## src/rtl/hpp_pkg.sv

```systemverilog
// shared types and constants of the heater pid power block
package hpp_pkg;

  localparam int NumElements = 256;
  localparam int AddrW       = $clog2(NumElements);
  localparam int MaxHeat     = 255;
  localparam int IdxW        = 8;
  localparam int TempW       = 16;
  localparam int GainW       = 16;
  localparam int DepthW      = 8;
  localparam int HeatW       = 8;
  localparam int DevW        = 15;
  localparam int ErrW        = 18;
  localparam int DerrW       = 19;
  localparam int StateW      = 2 * ErrW;
  localparam int NumW        = 27;
  localparam int DenW        = DepthW;
  localparam int DivStep     = 3;
  localparam int DivStages   = NumW / DivStep;
  localparam int ProdW       = DerrW + GainW + 1;
  localparam int SumW        = ProdW + 2;
  localparam int FracBits    = 12;
  localparam int HalfQ12     = 2048;
  localparam int CfgIdxW     = 3;

  typedef enum logic [CfgIdxW-1:0] {
    RegProp, RegInteg, RegDeriv, RegDepth, RegLimit, RegErrDev, RegSctDev
  } reg_idx_e;

  typedef struct packed {
    logic [IdxW-1:0]         element_index;
    logic signed [TempW-1:0] heater_temp;
    logic                    heater_temp_valid;
    logic signed [TempW-1:0] setpoint_temp;
    logic                    element_ignored;
    logic                    has_schedule;
    logic                    last_panel;
    logic                    checks_disabled;
    logic [TempW-1:0]        neighbor_scatter;
  } in_t;

  typedef struct packed {
    logic [IdxW-1:0]  out_element;
    logic [HeatW-1:0] heat_power;
    logic             deviation_error;
    logic             scatter_error;
  } out_t;

  typedef struct packed {
    logic [IdxW-1:0]         idx;
    logic                    inrng;
    logic                    active;
    logic                    lastp;
    logic                    dev;
    logic                    sct;
    logic                    neg;
    logic signed [ErrW-1:0]  perr;
    logic signed [DerrW-1:0] derr;
  } ctx_t;

endpackage

```

## src/rtl/hpp_div.sv

```systemverilog
// pipelined restoring divider, three quotient bits per stage
module hpp_div (
  input  logic                     clk_i,
  input  logic                     en_i,
  input  logic [hpp_pkg::NumW-1:0] num_i,
  input  logic [hpp_pkg::DenW-1:0] den_i,
  output logic [hpp_pkg::NumW-1:0] quo_o
);

  logic [hpp_pkg::DenW-1:0] r_q [hpp_pkg::DivStages];
  logic [hpp_pkg::NumW-1:0] n_q [hpp_pkg::DivStages];
  logic [hpp_pkg::DenW-1:0] d_q [hpp_pkg::DivStages];

  for (genvar s = 0; s < hpp_pkg::DivStages; s++) begin : g_stage
    logic [hpp_pkg::DenW-1:0] r_in, r_d, dv;
    logic [hpp_pkg::NumW-1:0] n_in, n_d;
    logic [hpp_pkg::DenW:0]   t;

    if (s == 0) begin : g_first
      assign r_in = '0;
      assign n_in = num_i;
      assign dv   = den_i;
    end else begin : g_next
      assign r_in = r_q[s-1];
      assign n_in = n_q[s-1];
      assign dv   = d_q[s-1];
    end

    always_comb begin
      r_d = r_in;
      n_d = n_in;
      t   = '0;
      for (int k = 0; k < hpp_pkg::DivStep; k++) begin
        t = {r_d, n_d[hpp_pkg::NumW-1]};
        if (t >= {1'b0, dv}) begin
          r_d = hpp_pkg::DenW'(t - {1'b0, dv});
          n_d = {n_d[hpp_pkg::NumW-2:0], 1'b1};
        end else begin
          r_d = t[hpp_pkg::DenW-1:0];
          n_d = {n_d[hpp_pkg::NumW-2:0], 1'b0};
        end
      end
    end

    always_ff @(posedge clk_i) begin
      if (en_i) begin
        r_q[s] <= r_d;
        n_q[s] <= n_d;
        d_q[s] <= dv;
      end
    end
  end

  assign quo_o = n_q[hpp_pkg::DivStages-1];

endmodule

```

## config.mk

```make
export PLATFORM = sky130hd
export DESIGN_NAME = hpp_div
export DESIGN_NICKNAME = d
export VERILOG_FILES = /design/src/rtl/hpp_pkg.sv /design/src/rtl/hpp_div.sv
export SDC_FILE = /design/constraint.sdc
export NUM_CORES = 1
export LEC_CHECK = 0
export BUFFER_PORTS_ARGS = -buffer_cell sky130_fd_sc_hd__buf_4
export CAP_MARGIN = 20
export CORE_UTILIZATION = 50
export CTS_CLUSTER_DIAMETER = 200
export DETAILED_ROUTE_END_ITERATION = 8
export PLACE_DENSITY = 0.64
export SETUP_SLACK_MARGIN = 0.5
export SLEW_MARGIN = 20
export SYNTH_ARGS = -nofsm -noshare
export SYNTH_HDL_FRONTEND = slang
export SYNTH_SLANG_ARGS = --single-unit
```

## constraint.sdc

```tcl
create_clock -name clk_i -period 7.04 [get_ports clk_i]
set_input_delay 0.704 -clock clk_i [delete_from_list [all_inputs] [get_ports clk_i]]
set_output_delay 0.704 -clock clk_i [all_outputs]
set_load 0.005 [all_outputs]
```

* Word level (Yosys, flattened, before mapping) *
Memories as Yosys holds them, arrays and structs flattened.
Cells that the tools add are included.

storage, ports and cells
  memory bits (writable) = 387
  output and inout port bits = 27
  memories = 3
  flip-flop bits (word level) = 0
  word-level logic and storage cells = 113

memory list
  name  depth  width  rd ports  clocked after memory_dff  wr ports  RTL line       source
  n_q   9      27     9         0                         9         hpp_div.sv:11  logic [hpp_pkg::NumW-1:0] n_q [hpp_pkg::DivStages];
  d_q   9      8      8         0                         9         hpp_div.sv:12  logic [hpp_pkg::DenW-1:0] d_q [hpp_pkg::DivStages];
  r_q   9      8      8         0                         9         hpp_div.sv:10  logic [hpp_pkg::DenW-1:0] r_q [hpp_pkg::DivStages];

cells by class
  order comparisons = 27
  multiplexer cells = 56
  add/subtract/negate cells = 27

operators with widths
  operator                      number
  >= comparator 9 x 8 -> 1 bit  26
  two-way mux 8 bit             27
  subtractor 8 bit              26
  two-way mux 1 bit             29
  >= comparator 1 x 8 -> 1 bit  1
  subtractor 1 x 8 -> 8 bit     1

* Longest topological paths before layout *
An unclocked memory read counts as a cell.

  depth after elaboration = 7
  gate-level depth with buffers = 29
  gate-level depth less buffers = 28

* Worst setup path before layout *
No wires, ideal clock.

  path type = register -> register
  from = memory d_q[0][33] in the netlist's numbering
  to = memory r_q[0][44] in the netlist's numbering, data pin
  path buffers = 2
  cell stages (with the launch flop) = 28
  arrival = 6.137 ns
  setup slack = 0.630 ns
  clock period less this slack = 6.410 ns
  cells stage by stage = edfxtp_1 -> inv_1 -> ha_1 -> nor2b_1 -> o211ai_1 -> a32o_1 -> o2bb2ai_1 -> clkbuf_1 -> mux2i_1 -> inv_1 -> ha_1 -> o21a_1 -> o31ai_2 -> a21oi_1 -> o31a_1 -> a2111oi_4 -> inv_2 -> mux2_2 -> ha_1 -> nand3_1 -> a21oi_1 -> a211oi_1 -> a21oi_1 -> a21o_1 -> or3_1 -> clkbuf_1 -> nand2_1 -> o221ai_1

RTL lines
  item         RTL line
  from (decl)  hpp_div.sv:12
  to (decl)    hpp_div.sv:10

==> results.toml <==
[final_layout]
multiInputGateArea_sq_um = 10500
final_cell_mix = "371 x edfxtp_1, 210 x ha_1, 179 x inv_1, 131 x nor2_1, 117 x a21oi_1"
drive_gt1_share_pct = 15.2
regArea_sq_um = 11100
final_util_pct = 58.0
area_delta_synth_final_pct = 13.5
final_common_cell = "edfxtp_1"
n_antenna_cell = 0
nNetsFinal = 2276
nFillCells = 3647

[yosys]
synth_cells = 1864
ys_seq_area_share_pct = 50.2
synthArstFlopShare_pct = 0
ys_warn_count = 0
syn_avg_cell_area_sq_um = 11.9
yosys_most_used_dff = "edfxtp_1"
synth.distinct_cells = 87
syn-num-nets = 2136
ys_ff_latch = 371
synth_edf_count = 371
syn_area_sq_um = 22200

[detailed_routing]
routed_via_density = 5.51
drt_iter0_drc = 806
met2_length_mm = 21.1
finalWirelength_mm = 44.3
top_layer_used = "met4"
wl_per_cell_um = 16.9
ant_nets = 0
wl_met1_mm = 20.2
drc_errors = 0
wl_met3_mm = 1.61
vias = 14408
firstDrtPassIters = 7

[worst_setup_path]
crit_type = "reg -> reg"
startpoint = "d_q[0][1]"
endpoint_kind = "flop"
r2r-start = "d_q[0][1]"
crit_fanout = 9
cp-start-kind = "flop"
cp.required_ps = 7350
cp.arrival_ps = 6540

[clocking]
cts_sinks = 371
cts_htree_levels = 2
cts-root-buf = "clkbuf_16"
cts.path.max_buffers = 3
clkTransAtPathRegs_ps = 70
cts_tree = "done"
cts_buffers = 39
hold_buffers = 0
worstSkewPairLatency_ps = 570

[sta]
worstMarginPinSlew_ps = 1030
finalSetupViolations = 0
slew_headroom_pct = 31.6
fin_crit_sh_pct = 88.5
finalSetupTns_ps = 0
fmax_mhz = 161
finalMaxSlewViolations = 0
fin_crit_ps = 6230
hold_viol_final = 0
skew_ps = 11.6
grt_setup_unrepaired = "no"

[die]
start_util_pct = 51.1
dieHeight_um = 213
ios = 64
fp.dieArea_sq_um = 45200
dieWidth_um = 213
num_rows = 76
core_area_sq_um = 43400

[global_route]
grt_antenna_before_repair = 0
grt_pass1_vias = 14069
overflow = 0
grt_pass1_wl_mm = 71.1
grt_max_degree = 172
grt_use_total_pct = 20.0

[placed_design]
place_hpwl_mm = 32.9
gp_congestion = 0.921
io_buffers = 63

[flow_run]
drv_cap = 0

[worst_hold_path]
hp-start = "num_i[20]"
hold_class = "in -> reg"

[status]
status = "completed"
-- synth_stat cells (all sizes together) (6+ instances only) --
library cell	n	area, sq um
xor2	44	385
a211oi	9	72.6
a31oi	12	96.3
nor2b	39	244
ha	210	2630
nand2	78	314
o21bai	17	128
nor2	131	492
a21boi	11	82.6
nand4	23	144
nand2b	22	138
clkbuf	10	37.5
fa	25	500
xnor2	75	657
or2	9	56.3
and2	6	37.5
buf	7	53.8
o21a	30	225
o22ai	6	50.0
a221o	7	70.1
nand3	28	140
mux2	63	713
mux2i	41	410
o31a	8	70.1
a21o	41	308
o21ai	85	425
or3	9	61.3
o211ai	14	110
o31ai	7	57.6
a2111oi	7	105
a21oi	124	624
nor3	23	115
edfxtp	371	11100
o221ai	12	105
inv	185	697
-- final timing paths --
kind	to	slack (ps)	cells past startpoint
min	n_q[0][23]	310	1
max	r_q[0][15]	810	23
max reg2reg	r_q[0][15]	810	23
min reg2reg	n_q[0][85]	410	0
-- per-stage QoR --
stage | setup WS [ps] | instance area [sq um] | hold slack, ps | std cells
6_report | 812 | 25200 | 310 | 2616
4_1_cts | 450 | 24800 | 271 | 2595
3_3_place_gp | 379 | 23500 | 401 | 2527
2_1_floorplan | 630 | 22200 | 400 | 1864
3_5_place_dp | 289 | 23500 | 405 | 2527
5_1_grt | 486 | 25200 | 281 | 2616
-- metal layers --
metal / up-vias / GRT usage, %
met5: - / 0
met4: 0 / 6.95
met3: 75 / 3.25
met2: 240 / 33.3
met1: 6870 / 26.4
li1: 7223 / -
-- worst max-delay path, stage by stage (launching register included) --
cell and delay [ps]:
edfxtp_1 500, inv_1 120, ha_1 240, nor2b_1 160, o31a_1 260, o31ai_2 290
nand2_2 180, mux2_2 330, ha_1 340, o21a_1 210, o31a_1 130, o31ai_1 270
a21oi_1 160, a211o_1 390, buf_4 210, mux2_2 300, ha_1 330, o21ai_0 160
a21oi_1 90, o41ai_2 310, o21ai_0 210, a21oi_2 240, o211ai_4 190, mux2_2 350
-- state kept, by name, indices dropped and copies added, names as in the netlist --
register	flops
d_q	64
n_q	243
r_q	64
-- cell type report --
cell class | instances | share of cell area, %
repair buffers | 115 | 3.51
multi-input cells | 1292 | 41.6
clock buffers | 45 | 4.14
flip-flops and latches | 371 | 44.3
well taps | 585 | 2.91
inverters | 185 | 2.79
clock inverters | 23 | 0.800
-- repair_timing --
action | in CTS | in global routing
gates resized for setup | 14 | 46
gates cloned | 0 | 1
pin swaps | 0 | 12
setup buffers | 0 | 20
setup endpoints to repair | 46 | 62
-- cells by family (layout without fill, tap and decap cells) --
logic type,count (synthesis),count (layout),synth area share (%)
xor gates and xnor gates,119,119,4.70
AOI/OAI and AO/OA,436,437,13.4
and+or+nand+nor,397,397,8.89
DFF,371,371,50.2
buffers and inverters,202,368,3.56
adders and majority gates,235,235,14.1
muxes,104,104,5.07
Power is left out: the tool's default activity adds up to more than one toggle a clock period on the data nets, which glitch-free logic cannot reach.
