File: src/rtl/hpp_ram.sv
// generic single write port ram with registered read
module hpp_ram #(
  parameter int Width = 8,
  parameter int Depth = 16
) (
  input  logic                     clk_i,
  input  logic                     we_i,
  input  logic [$clog2(Depth)-1:0] waddr_i,
  input  logic [Width-1:0]         wdata_i,
  input  logic                     re_i,
  input  logic [$clog2(Depth)-1:0] raddr_i,
  output logic [Width-1:0]         rdata_o
);

  logic [Width-1:0] mem_q [Depth];
  logic [Width-1:0] rdata_q;

  always_ff @(posedge clk_i) begin
    if (we_i) begin
      mem_q[waddr_i] <= wdata_i;
    end
    if (re_i) begin
      rdata_q <= mem_q[raddr_i];
    end
  end

  assign rdata_o = rdata_q;

endmodule

File: config.mk
export PLATFORM = sky130hd
export DESIGN_NAME = hpp_ram
export DESIGN_NICKNAME = d
export VERILOG_FILES = /design/src/rtl/hpp_ram.sv
export SDC_FILE = /design/constraint.sdc
export NUM_CORES = 1
export LEC_CHECK = 0
export BUFFER_PORTS_ARGS = -buffer_cell sky130_fd_sc_hd__buf_2
export CORE_ASPECT_RATIO = 0.9
export CORE_MARGIN = 2
export CORE_UTILIZATION = 25
export CTS_BUF_LIST = sky130_fd_sc_hd__clkbuf_2 sky130_fd_sc_hd__clkbuf_4 sky130_fd_sc_hd__clkbuf_8
export CTS_CLUSTER_SIZE = 25
export DETAILED_ROUTE_END_ITERATION = 6
export SLEW_MARGIN = 40
export SYNTH_ARGS = -nofsm -noshare
export SYNTH_HDL_FRONTEND = slang
export SYNTH_SLANG_ARGS = --single-unit
File: constraint.sdc
create_clock -name clk_i -period 2.8 [get_ports clk_i]
set_input_delay 0.14 -clock clk_i [delete_from_list [all_inputs] [get_ports clk_i]]
set_output_delay 0.14 -clock clk_i [all_outputs]
set_load 0.02 [all_outputs]
==> Yosys cells after proc, flatten, opt, wreduce, memory -nomap -nowiden <==
Memory sizes are Yosys's and may differ from the RTL's. A register that Yosys moved wholly into a read port is not among the register bits.
Index checks and enable logic that the tools add are counted.
{ "word_totals": {"inputBits": 19, "mem_count": 1, "reg_bits": 0, "mem_bits_rw": 128, "elab_cells": 3} }
{ "memory_table": {"columns": ["memory", "depth", "width", "rd", "rd_clocked_by_memory_dff", "write_ports", "line", "rtl"], "rows": [
  ["mem_q", 16, 8, 1, 1, 1, "15", "logic [Width-1:0] mem_q [Depth];"]
]} }
{ "classes": {"mux": 2} }
{ "ops": {"columns": ["cell", "count"], "rows": [
  ["2-to-1 mux 1 bit", 2]
]} }

==> Longest topological paths before layout <==
Gate-level depths: netlist (run 1).
{ "depth": {"ltp_word": 2, "mapped_depth": 5, "depth_no_buf": 3} }

==> Worst setup path after synthesis (run 1) <==
OpenSTA, ideal clock, no wires.
{ "synth_timing": {"kind": "input-to-reg", "start": "input port waddr_i[2]", "end": "memory mem_q[0][0], enable pin", "setup_time_ns": 0.383, "n_path_buf": 0, "stages": 2, "arrival_time_ns": 1.250, "slack_ns": 1.167, "path_cell_list": "or3b_2 nor3_1"} }
{ "synth_lines": {"columns": ["element", "line", "rtl"], "rows": [
  ["from (decl)", "8", "input logic [$clog2(Depth)-1:0] waddr_i,"],
  ["to (decl)", "15", null]
]} }
No word-level cell before the write port.

==> results.toml, run 1 <==
[cells_and_area]
fillerInstances = 1987
drive_gt1_frac = 0.3197
fin_nets = 300
final_cells = 554
syn2layout_area_growth_pct = 17.45
diodes = 0

[min_path]
holdPathEnd = "rdata_o[2]"
min_from = "re_i"
hp-class = "input port to flop"
holdPathStages = 1

[setup_path]
critPathMaxStageDelay_ns = 0.48
cp_cell_sequence = "mux4_2 > a22oi_1 > nand2_1"
slowest_stage = "mux4_2"
path_class = "flop to flop"
cp.depth = 3
cp_max_fo = 1
crit_arrival_ns = 1.69
reg2reg_from = "mem_q[3][4]"
r2r_cells = 3
end_kind = "flop"
cp_top_family = "multiplexers"
cp.required_ns = 2.96
crit_path_start_kind = "flop"
worst-r2r-setup-slack_ns = 1.26
r2r_end = "rdata_o[4]"
critPathBufInv = 0

[cts]
clk_latency_ns = 0.43
cts_buffer_depth = 2
htree_levels = 4
post_cts_buffers = 0
cts_buffers = 17
cts.clk_slew.worst_paths_ns = 0.07
cts_root_buf = "clkbuf_8"
clock-sinks = 136
hold_buffers = 0
tritoncts = "done"
cts_resized = 0

[placed_design]
portBuffers = 26
dpl.hpwl_um = 6878
place.gp.congestion = 0.7350
numPlacedInstances = 522

[floorplan]
io_pins = 27
floorplan.initialDensity = 0.2532
die_height_um = 141.2
fp.dieArea_mm2 = 0.02208
rows = 50
die_x_um = 156.4
coreArea_mm2 = 0.02064

[yosys]
synthMuxAreaShare = 0.1479
synth_top_family_by_area = "multiplexers"
synth_edf_count = 136
postSynthNetCount = 248
synthArstFlopShare = 0
yosysMostFrequentCell = "edfxtp_1"
synthTopCellsByCount = "edfxtp_1, mux4_2, a22oi_1"
syn_inst = 229
synthAdderAreaFrac = 0
yosys.area.top_type_share = 0.7812
synth_simple_gate_area_frac = 0.03135
yosysWarnings = 0
yosysSeqAreaShare = 0.7812
synthXorXnorAreaFrac = 0
yosys_most_used_dff = "edfxtp_1"
ys_ff_latch = 136
netlist_area_mm2 = 0.005228
synth_compound_area_frac = 0.02298
synth_area_leaders = "edfxtp_1, mux4_2, mux4_1"
synth_cell_types = 18
syn-mean-instance-area_um2 = 22.83
yosys.area.top_type = "edfxtp_1"

[sta]
finalSetupViolations = 0
slew_headroom = 0.4688
rsz0062_at_grt = "no"
fin_setup_tns_ns = 0
final_max_slew_viol_count = 0
tightest_slew_ns = 0.7968
max_freq_mhz = 650.7
fin_crit_sh = 0.5489
fin_crit_ns = 1.537
timing.final.hold_violations = 0
finClkSkew_ns = 0.006891

[routing]
ant_nets = 0
vias_per_cell = 4.572
wl_per_cell_um = 20.44
first_pass_iters = 4
routed_wl_um = 11320
vias = 2533
drc = 0
drt-initial-drc-count = 292

[grt]
grt_max_degree = 33
overflow = 0
grt_pass1_vias = 2630
grt_usage = 0.1085
antenna_found_initial = 1
grt_pass1_wl_um = 16760

[run]
drv_cap = 0

[run_status]
status = "completed"

[power]
peakVddDrop_uv = 214.8
p_leak_nw = 1.999
totalPowerFinal_mw = 4.140
power_density_mw_per_mm2 = 674.3
-- worst max path at each step --
stage / to / slack, ns / from
after floorplan: mem_q[0][0] / 1.17 / waddr_i[2]
after global placement: rdata_o[5] / 0.80 / raddr_i[0]
after detailed placement: rdata_o[5] / 0.78 / raddr_i[0]
after CTS: rdata_o[4] / 1.23 / mem_q[2][4]
after global routing: rdata_o[4] / 1.14 / mem_q[3][4]
final: rdata_o[4] / 1.26 / mem_q[3][4]
-- stage by stage --
stage	hold WS, ns	worst slack, ns	utilization	cell area, um2
6_report	0.05101	1.263	0.2974	6140
3_5_place_dp	0.5019	0.7759	0.2780	5739
5_1_grt	0.03466	1.141	0.2974	6140
4_1_cts	0.04226	1.228	0.2973	6137
2_1_floorplan	0.2389	1.167	-	5228
3_3_place_gp	0.5054	0.7953	0.2779	5737
-- registers in the layout (all words and copies together), names as in the netlist --
name     cells
mem_q      128
rdata_o      8
-- layout make-up --
| cell class | instances | area [um2] | share of cell area |
|---|---|---|---|
| flip-flops and latches | 136 | 4084 | 0.6652 |
| multi-input cells | 83 | 1062 | 0.1730 |
| well taps | 260 | 325.3 | 0.05299 |
| repair buffers | 43 | 270.3 | 0.04402 |
| clock buffers | 18 | 241.5 | 0.03933 |
| clock inverters | 14 | 156.4 | 0.02547 |
-- power breakdown --
group          switching, mW  internal, mW  leakage, nW
combinational          0.137        0.0869        0.570
clock                  0.737         0.878        0.193
sequential            0.0104          2.29         1.24
total                  0.884          3.26         2.00
-- logic make-up (layout without fill, tap and decap cells) --
family	Yosys count	in the layout
flip-flops	136	136
multiplexers	32	32
AO/OA/AOI/OAI	16	16
buffers and inverters	10	75
AND/OR/NAND/NOR	35	35
-- routing by layer --
metal | GRT usage | up-vias | wire (um)
met2 | 0.1463 | 94 | 4852
met4 | 0.03042 | 2 | 135
met1 | 0.1561 | 1339 | 5340
met5 | 0 | - | 14
li1 | - | 1084 | -
met3 | 0.05011 | 14 | 978
-- placed cells by master, fill, tap and decap left out, types with 3 or more instances in the layout --
cell	instances
edfxtp_1	136
buf_2	26
mux4_2	18
clkbuf_8	17
a22oi_1	16
buf_4	16
mux4_1	14
nor2_1	12
nand2_1	9
nor3_1	4
clkinvlp_4	4
clkinv_2	4
bufinv_16	3
No activity file was read; power rests on OpenSTA's default activity.
==> inputs of run 2 (changes only) <==
--- a/config.mk
+++ b/config.mk
@@ -5,6 +5,7 @@
 export SDC_FILE = /design/constraint.sdc
 export NUM_CORES = 1
 export LEC_CHECK = 0
+export ABC_AREA = 1
 export BUFFER_PORTS_ARGS = -buffer_cell sky130_fd_sc_hd__buf_2
 export CORE_ASPECT_RATIO = 0.9
 export CORE_MARGIN = 2
==> constraint.sdc (replaced) <==
create_clock -name clk_i -period 1.54 [get_ports clk_i]
set_input_delay 0.077 -clock clk_i [delete_from_list [all_inputs] [get_ports clk_i]]
set_output_delay 0.077 -clock clk_i [all_outputs]
set_load 0.02 [all_outputs]
==> run 2 against run 1 <==
Flip-flop and latch count stayed put. Critical path depth fell by 2. Via count grew 52%. First-iteration DRC count is 60% higher. Register-to-register slack got worse by 0.85 ns. Total power up 84%. Critical endpoint is now rdata_o[7]. Largest power group unchanged.
==> results.toml, run 2 <==
[power]
peakVddDrop_uv = 615.9
power_density_mw_per_mm2 = 1120
p_leak_nw = 2.867

[placed_design]
dpl.hpwl_um = 8797
portBuffers = 26
place_area_mm2 = 0.006401
place.gp.congestion = 0.8060
numPlacedInstances = 880

[grt]
overflow = 0
grt_usage = 0.1207
grt_max_degree = 35
grt_pass1_vias = 3769
grt_pass1_wl_um = 21800
antenna_found_initial = 0

[yosys]
yosysMostFrequentCell = "nand2_1"
yosys.area.top_type_share = 0.6985
ys_ff_latch = 136
yosys_most_used_dff = "edfxtp_1"
postSynthNetCount = 570
yosys.area.top_type = "edfxtp_1"
netlist_area_mm2 = 0.005847
yosysSeqAreaShare = 0.6985
syn-mean-instance-area_um2 = 10.61
synth_area_leaders = "edfxtp_1, nand2_1, nand3_1"
yosysWarnings = 0
syn_inst = 551
synth_edf_count = 136
synthTopCellsByCount = "nand2_1, edfxtp_1, inv_1"
synth_cell_types = 11
synthArstFlopShare = 0

[cts]
tritoncts = "done"
clock-sinks = 136
cts.clk_slew.worst_paths_ns = 0.08
hold_buffers = 1
cts_resized = 0
htree_levels = 4
clk_latency_ns = 0.44
cts_buffers = 17
cts_buffer_depth = 2
cts_root_buf = "clkbuf_8"
post_cts_buffers = 0

[cells_and_area]
largest_reg_flops = 128
syn2layout_area_growth_pct = 16.46
fin_area_mm2 = 0.006809
diodes = 0
fillerInstances = 2403
fin_nets = 617
drive_gt1_frac = 0.1391
layout_common_cells = "nand2_1, edfxtp_1, inv_1"
top_register = "mem_q"
final_cells = 913
utilization = 0.2942
final_common_cell = "nand2_1"

[routing]
drc = 0
vias = 3839
drt-initial-drc-count = 466
ant_nets = 0
first_pass_iters = 5
wl_per_cell_um = 15.24
routed_wl_um = 13910
vias_per_cell = 4.205

[setup_path]
cp.depth = 1
crit_path_start = "rdata_o[7]"
r2r_end = "rdata_o[1]"
critPathCapture = "rdata_o[7]"
worst-r2r-setup-slack_ns = 0.41
cp_cell_sequence = "buf_2"
path_class = "flop to output port"
cp_max_fo = 1
reg2reg_from = "mem_q[11][1]"
slowest_stage = "edfxtp_1"
critPathMaxStageDelay_ns = 0.46
cp.required_ns = 1.46
cp_top_family = "flip-flops"
r2r_cells = 6
end_kind = "output port"
critPathBufInv = 1
crit_path_start_kind = "flop"
crit_arrival_ns = 1.10

[floorplan]
io_pins = 27
coreArea_mm2 = 0.02314
die_x_um = 165.2
die_height_um = 149.1
rows = 53
floorplan.initialDensity = 0.2526
fp.dieArea_mm2 = 0.02463

[sta]
tightest_slew_ns = 0.6029
final_max_slew_viol_count = 0
fin_crit_sh = 0.7627
timing.final.hold_violations = 0
max_freq_mhz = 851.4
slew_headroom = 0.5975
finalSetupViolations = 0
rsz0062_at_grt = "no"
fin_setup_tns_ns = 0
finClkSkew_ns = 0.009259
fin_crit_ns = 1.174

[run]
drv_cap = 0

[min_path]
hp-class = "input port to flop"
holdPathStages = 1

[run_status]
status = "completed"
## run 2: kinds of logic after synthesis
group / Yosys count / share of synthesized area
flip-flops: 136 / 0.6985
buffers and inverters: 126 / 0.09394
AND/OR/NAND/NOR: 289 / 0.2076
## run 2: how the worst min path moves through the flow
stage	startpoint	end	slack [ns]
detailed placement	re_i	rdata_o[1]	0.47
floorplan	wdata_i[0]	mem_q[0][0]	0.18
finish	wdata_i[0]	mem_q[9][0]	0.04
CTS	wdata_i[0]	mem_q[9][0]	0.04
global route	wdata_i[4]	mem_q[10][4]	0.04
global placement	re_i	rdata_o[1]	0.47
## run 2: stage by stage
step | worst slack, ns | power [mW] | hold slack, ns
after detailed placement | 0.1985 | 4.820 | 0.4660
after CTS | 0.3409 | 7.677 | 0.03589
after floorplan | 0.5122 | 4.581 | 0.1759
final | 0.3655 | 7.629 | 0.04343
after global routing | 0.3206 | 7.912 | 0.03861
after global placement | 0.2313 | 4.813 | 0.4710
## run 2: routing by layer
layer / track usage / wire length, um / up-vias
li1: - / - / 1872
met1: 0.1790 / 6661 / 1796
met2: 0.1744 / 6013 / 156
met3: 0.02697 / 1083 / 15
met4: 0.03870 / 155 / 0
met5: 0 / 0 / -
## run 2: layout make-up
type                    instances  area (um2)  share of cell area
flip-flops and latches        136        4084              0.5998
multi-input cells             289        1214              0.1782
inverters                     102       382.9             0.05623
well taps                     302       377.9             0.05549
repair buffers                 52       352.8             0.05182
clock buffers                  19       249.0             0.03657
clock inverters                13       148.9             0.02187
## run 2: where the power goes
group          switching (mW)  leakage, nW  internal, mW
Sequential             0.0306         1.24          4.17
Clock                    1.40        0.194          1.49
Combinational           0.382         1.44         0.156
Total                    1.82         2.87          5.81
